===== src/forro_pkg.sv =====
// Shared types, constants and quarter-step helpers for the Forro stream cipher.
// Has no dependencies; the front, back and top level modules use it.
package forro_pkg;

	localparam int ROUNDS = 7;
	localparam int WORDS = 16;
	localparam int STEPS = ROUNDS * 8;
	localparam int STEP_W = $clog2(STEPS + 1);

	localparam logic [2:0] CFG_KEY_LOW_A  = 3'd0;
	localparam logic [2:0] CFG_KEY_LOW_B  = 3'd1;
	localparam logic [2:0] CFG_KEY_HIGH_A = 3'd2;
	localparam logic [2:0] CFG_KEY_HIGH_B = 3'd3;
	localparam logic [2:0] CFG_NONCE      = 3'd4;
	localparam logic [2:0] CFG_PREPERMUTE = 3'd5;

	localparam logic [31:0] SIGMA6  = 32'h61707865;
	localparam logic [31:0] SIGMA7  = 32'h3320646e;
	localparam logic [31:0] SIGMA14 = 32'h79622d32;
	localparam logic [31:0] SIGMA15 = 32'h6b206574;

	typedef logic [31:0] word_t;
	typedef word_t [WORDS-1:0] state_t;

	// Classified item as it travels from front to back.
	typedef struct packed {
		logic        restart;
		logic [31:0] msg_word;
		logic [2:0]  nbytes;
		logic        last;
	} item_t;

	// Result item.
	typedef struct packed {
		logic [31:0] word;
		logic [2:0]  nbytes;
		logic        last;
	} res_t;

	// Word indexes a, b, c, d, e of quarter-step q (0..7) of a round.
	function automatic logic [19:0] qidx(input logic [2:0] q);
		logic [3:0] a, b, c, d, e;
		a = {2'b00, q[1:0]};
		b = q[2] ? {2'b01, q[1:0] + 2'd1} : {2'b01, q[1:0]};
		c = q[2] ? {2'b10, q[1:0] + 2'd2} : {2'b10, q[1:0]};
		d = q[2] ? {2'b11, q[1:0] + 2'd3} : {2'b11, q[1:0]};
		e = {2'b00, q[1:0] - 2'd1};
		return {a, b, c, d, e};
	endfunction

	function automatic word_t rotl(input word_t v, input int s);
		return (v << s) | (v >> (32 - s));
	endfunction

	// One ARX quarter-step on five words.
	function automatic state_t quarter(input state_t s, input logic [2:0] q);
		logic [19:0] ix;
		word_t a, b, c, d, e;
		state_t r;
		ix = qidx(q);
		a = s[ix[19:16]]; b = s[ix[15:12]]; c = s[ix[11:8]];
		d = s[ix[7:4]]; e = s[ix[3:0]];
		d = d + e; c = c ^ d; b = b + c; b = rotl(b, 10);
		a = a + b; e = e ^ a; d = d + e; d = rotl(d, 27);
		c = c + d; b = b ^ c; a = a + b; a = rotl(a, 8);
		r = s;
		r[ix[19:16]] = a; r[ix[15:12]] = b; r[ix[11:8]] = c;
		r[ix[7:4]] = d; r[ix[3:0]] = e;
		return r;
	endfunction

endpackage


===== src/forro_front.sv =====
// Front part: accepts input items, saturates the byte count and keeps a
// two-entry queue towards the back part. Depends on forro_pkg.
module forro_front (
	input  logic                 clk,
	input  logic                 arst_n,
	input  logic                 in_valid,
	output logic                 in_ready,
	input  logic                 restart,
	input  logic [31:0]          msg_word,
	input  logic [2:0]           valid_bytes,
	input  logic                 last_word,
	output logic                 q_valid,
	input  logic                 q_ready,
	output forro_pkg::item_t     q_item
);

	forro_pkg::item_t mem_q [2];
	logic             wr_q, rd_q;
	logic [1:0]       cnt_q;
	forro_pkg::item_t it;
	logic             push, pop;

	// Classify the byte count.
	always_comb begin
		it.restart = restart;
		it.msg_word = msg_word;
		it.last = last_word;
		priority if (valid_bytes == 3'd0) it.nbytes = 3'd1;
		else if (valid_bytes > 3'd4) it.nbytes = 3'd4;
		else it.nbytes = valid_bytes;
	end

	assign in_ready = (cnt_q != 2'd2);
	assign push = in_valid && in_ready;
	assign q_valid = (cnt_q != 2'd0);
	assign pop = q_valid && q_ready;
	assign q_item = mem_q[rd_q];

	// Queue storage.
	always_ff @(posedge clk) begin
		if (push) mem_q[wr_q] <= it;
	end

	// Queue pointers and fill count.
	always_ff @(posedge clk or negedge arst_n) begin
		if (!arst_n) begin
			wr_q <= 1'b0;
			rd_q <= 1'b0;
			cnt_q <= 2'd0;
		end else begin
			if (push) wr_q <= ~wr_q;
			if (pop) rd_q <= ~rd_q;
			cnt_q <= cnt_q + {1'b0, push} - {1'b0, pop};
		end
	end

	ap_cnt: assert property (@(posedge clk) disable iff (!arst_n) cnt_q <= 2'd2)
		else $error("queue count overflow");
	ap_full: assert property (@(posedge clk) disable iff (!arst_n)
		(cnt_q == 2'd2) |-> !in_ready) else $error("ready while full");
	ap_empty: assert property (@(posedge clk) disable iff (!arst_n)
		(cnt_q == 2'd0) |-> !q_valid) else $error("valid while empty");

endmodule


===== config.mk =====
export PLATFORM = sky130hd
export DESIGN_NAME = forro_front
export DESIGN_NICKNAME = d
export VERILOG_FILES = /design/src/forro_pkg.sv /design/src/forro_front.sv
export SDC_FILE = /design/constraint.sdc
export NUM_CORES = 1
export LEC_CHECK = 0
export ABC_AREA = 1
export BUFFER_PORTS_ARGS = -buffer_cell sky130_fd_sc_hd__buf_2
export CORE_UTILIZATION = 30
export CTS_BUF_LIST = sky130_fd_sc_hd__clkbuf_4 sky130_fd_sc_hd__clkbuf_8 sky130_fd_sc_hd__clkbuf_16
export DETAILED_ROUTE_END_ITERATION = 7
export PLACE_DENSITY = 0.5
export SLEW_MARGIN = 20
export SYNTH_ARGS = -nofsm -noshare
export SYNTH_HDL_FRONTEND = slang
export SYNTH_SLANG_ARGS = --single-unit

===== constraint.sdc =====
create_clock -name clk -period 8.15 [get_ports clk]
set_input_delay 0.4075 -clock clk [delete_from_list [all_inputs] [get_ports clk]]
set_output_delay 0.4075 -clock clk [all_outputs]
set_load 0.01 [all_outputs]

==> flow_metrics.env <==
export IMPL_gr_total_overflow=0
export IMPL_cp_top_family="buffers and inverters"
export IMPL_synth_mux_area_fraction_pct=0
export IMPL_synth_top_cells_by_count="nand2_1, edfxtp_1, inv_1, buf_6, nor2_1"
export IMPL_setup_tns_ns=0
export IMPL_yosys_area_share_simple_pct=16.8
export IMPL_arrival_ns=1.91
export IMPL_yosysWarnings=0
export IMPL_ys_ff_latch=78
export IMPL_ir_drop_mv=0.242
export IMPL_die_h_um=102
export IMPL_synth_top_family_by_area="simple AND/OR/NAND/NOR gates"
export IMPL_syn_area_mm2=0.00297
export IMPL_grt_pass1_wl_um=8760
export IMPL_cp_data_required_time_ns=7.74
export IMPL_tritoncts="done"
export IMPL_syn_area_per_cell_um2=12.9
export IMPL_power_leakage_nw=1.60
export IMPL_wirelength_um=5710
export IMPL_synthTopCellsByArea="edfxtp_1, nand2_1, dfrtp_1, buf_6, inv_1"
export IMPL_clk_pin_slew_worst_paths_ns=0.08
export IMPL_cts_root_buf="clkbuf_8"
export IMPL_synth_edff_count=74
export IMPL_clock_sinks=78
export IMPL_fin_crit_ns=2.31
export IMPL_start_util_pct=31.6
export IMPL_synth_area_leader_cell="edfxtp_1"
export IMPL_post_drt_wl_per_cell_um=12.7
export IMPL_cts_buffer_depth=2
export IMPL_grt_max_degree=39
export IMPL_path_buf_inv=3
export IMPL_dp_hpwl_um=3640
export IMPL_dr_pass1_iters=6
export IMPL_fillers=931
export IMPL_ios=80
export IMPL_ant_nets=0
export IMPL_postSynth_asyncResetShare_pct=5.13
export IMPL_slew_headroom_pct=52.3
export IMPL_final_nets=357
export IMPL_cp_max_fo=38
export IMPL_track_usage_pct=11.8
export IMPL_hold_path_class="in -> reg"
export IMPL_cp_end_kind="output port"
export IMPL_hold_viol_final=0
export IMPL_diodes=0
export IMPL_cp_common_cell="nand2_1"
export IMPL_slew_violations=0
export IMPL_rows=35
export IMPL_drc=0
export IMPL_synth_most_common_cell="nand2_1"
export IMPL_port_buffers=79
export IMPL_cts_made_buffers=9
export IMPL_fp_dieArea_mm2=0.0103
export IMPL_final_area_mm2=0.00372
export IMPL_fmax_ghz=0.432
export IMPL_cp_slowest_cell="inv_2"
export IMPL_coreArea_mm2=0.00942
export IMPL_syn_to_final_growth_pct=25.1
export IMPL_tightest_slew_ns=0.715
export IMPL_finalSetupViolations=0
export IMPL_drv_cap=0
export IMPL_viasPerCell=4.11
export IMPL_crit_chain="buf_4, inv_2, nand2_1, nand2_1, buf_2"
export IMPL_cp_start_kind="flip-flop"
export IMPL_fin_crit_sh_pct=28.4
export IMPL_path_class="reg -> out"
export IMPL_ys_seq_area_share_pct=78.1
export IMPL_placed_cell_area_mm2=0.00351
export IMPL_yosys_area_top_type_share_pct=74.8
export IMPL_synth_compound_area_share_pct=0.337
export IMPL_p_per_area_mw_per_mm2=348
export IMPL_antenna_found_initial=1
export IMPL_vias=1847
export IMPL_dieWidth_um=102
export IMPL_synth_xor_area_share_pct=0.295
export IMPL_synthAdderAreaFrac_pct=0.421
export IMPL_ys_types=17
export IMPL_status="completed"
export IMPL_synthCells=230
export IMPL_fin_hold_ws_ns=0.252
export IMPL_clock_latency_ns=0.34
export IMPL_rsz0062_at_grt="no"
export IMPL_ys_flop_type="edfxtp_1"
export IMPL_fin_skew_ns=0.00715
export IMPL_h_tree_depth=3
export IMPL_place_ws_ns=6.12
export IMPL_post_cts_buffers=0
export IMPL_drive_gt1_share_pct=32.5
export IMPL_drt_initial_drc_count=71
export IMPL_syn_nets=272
export IMPL_cpPeakStageDelay_ns=0.58
export IMPL_grt_pass1_vias=1804
export IMPL_gp_congestion=0.673
export IMPL_setup_slack_ns=5.84
[layout make-up]
| cell class | count | area, um^2 | share of cell area (%) |
|---|---|---|---|
| inverters | 9 | 33.8 | 0.909 |
| well taps | 129 | 161 | 4.34 |
| clock inverters | 6 | 62.6 | 1.68 |
| repair buffers | 83 | 460 | 12.4 |
| clock buffers | 10 | 131 | 3.54 |
| flip-flops and latches | 78 | 2320 | 62.5 |
| multi-input cells | 134 | 544 | 14.6 |
[power breakdown]
part	leakage (nW)	switching (mW)	internal, mW
Combinational	0.776	0.286	0.152
Sequential	0.735	0.0265	0.547
Clock	0.0917	0.138	0.144
Total	1.60	0.450	0.843
[layout by cell type, fill, tap and decap left out, types with 2 or more instances in the layout]
master,netlist,layout
nand2_1,118,118
nand3_1,2,2
inv_1,8,8
clkinv_2,0,2
nand2_2,2,2
nor2_1,6,5
nor2_4,0,2
dfrtp_1,4,4
clkinvlp_4,0,3
buf_2,1,79
edfxtp_1,74,74
clkbuf_8,0,9
[kinds of logic (layout without fill, tap and decap cells)]
| group | count (synthesis) | in the layout |
|---|---|---|
| flops | 78 | 78 |
| compound gates | 2 | 2 |
| buf+inv | 18 | 108 |
| fa+ha+maj | 1 | 1 |
| simple gates | 130 | 130 |
| xor+xnor | 1 | 1 |
[flip-flops by register name (all words and copies together), names as in the netlist]
name and count:
mem_q 74, cnt_q 2, rd_q 1, wr_q 1
[worst reg2reg max path: cells and delay by family (launching register included)]
kind | cells | cell delay, ns
buf+inv | 1 | 0.27
simple gates | 3 | 0.70
flops | 1 | 0.44
[worst paths after layout]
check	cells past startpoint	slack, ns	to	start
hold reg to reg	1	0.58	cnt_q[0]	cnt_q[0]
max in group asynchronous	2	7.64	rd_q	arst_n
min in group asynchronous	2	0.39	cnt_q[1]	arst_n
setup reg to reg	4	6.44	mem_q[0][19]	cnt_q[1]
hold / removal	1	0.25	mem_q[1][11]	msg_word[7]
setup / recovery	5	5.84	q_item[25]	rd_q
[metal layers]
metal / track usage [%] / part of all wire [%] / vias up / wire length, um
met1: 13.9 / 44 / 848 / 2540
met3: 4.00 / 6.6 / 10 / 379
met5: 0 / 0.14 / - / 8
met4: 6.02 / 1.3 / 2 / 76
met2: 19.2 / 47 / 58 / 2700
li1: - / - / 929 / -
[metrics by stage]
step / power (mW) / utilization (%) / cells
floorplan: 0.868 / - / 230
global placement: 1.02 / 36.8 / 430
detailed placement: 1.04 / 37.3 / 432
CTS: 1.32 / 39.5 / 449
global route: 1.39 / 39.5 / 449
finish: 1.29 / 39.5 / 449
[what timing repair did]
item                                   CTS  global route
gates resized for setup                  0             0
hold buffers                             1             0
endpoints found under the hold margin    4             0
(Power assumes the default switching activity.)
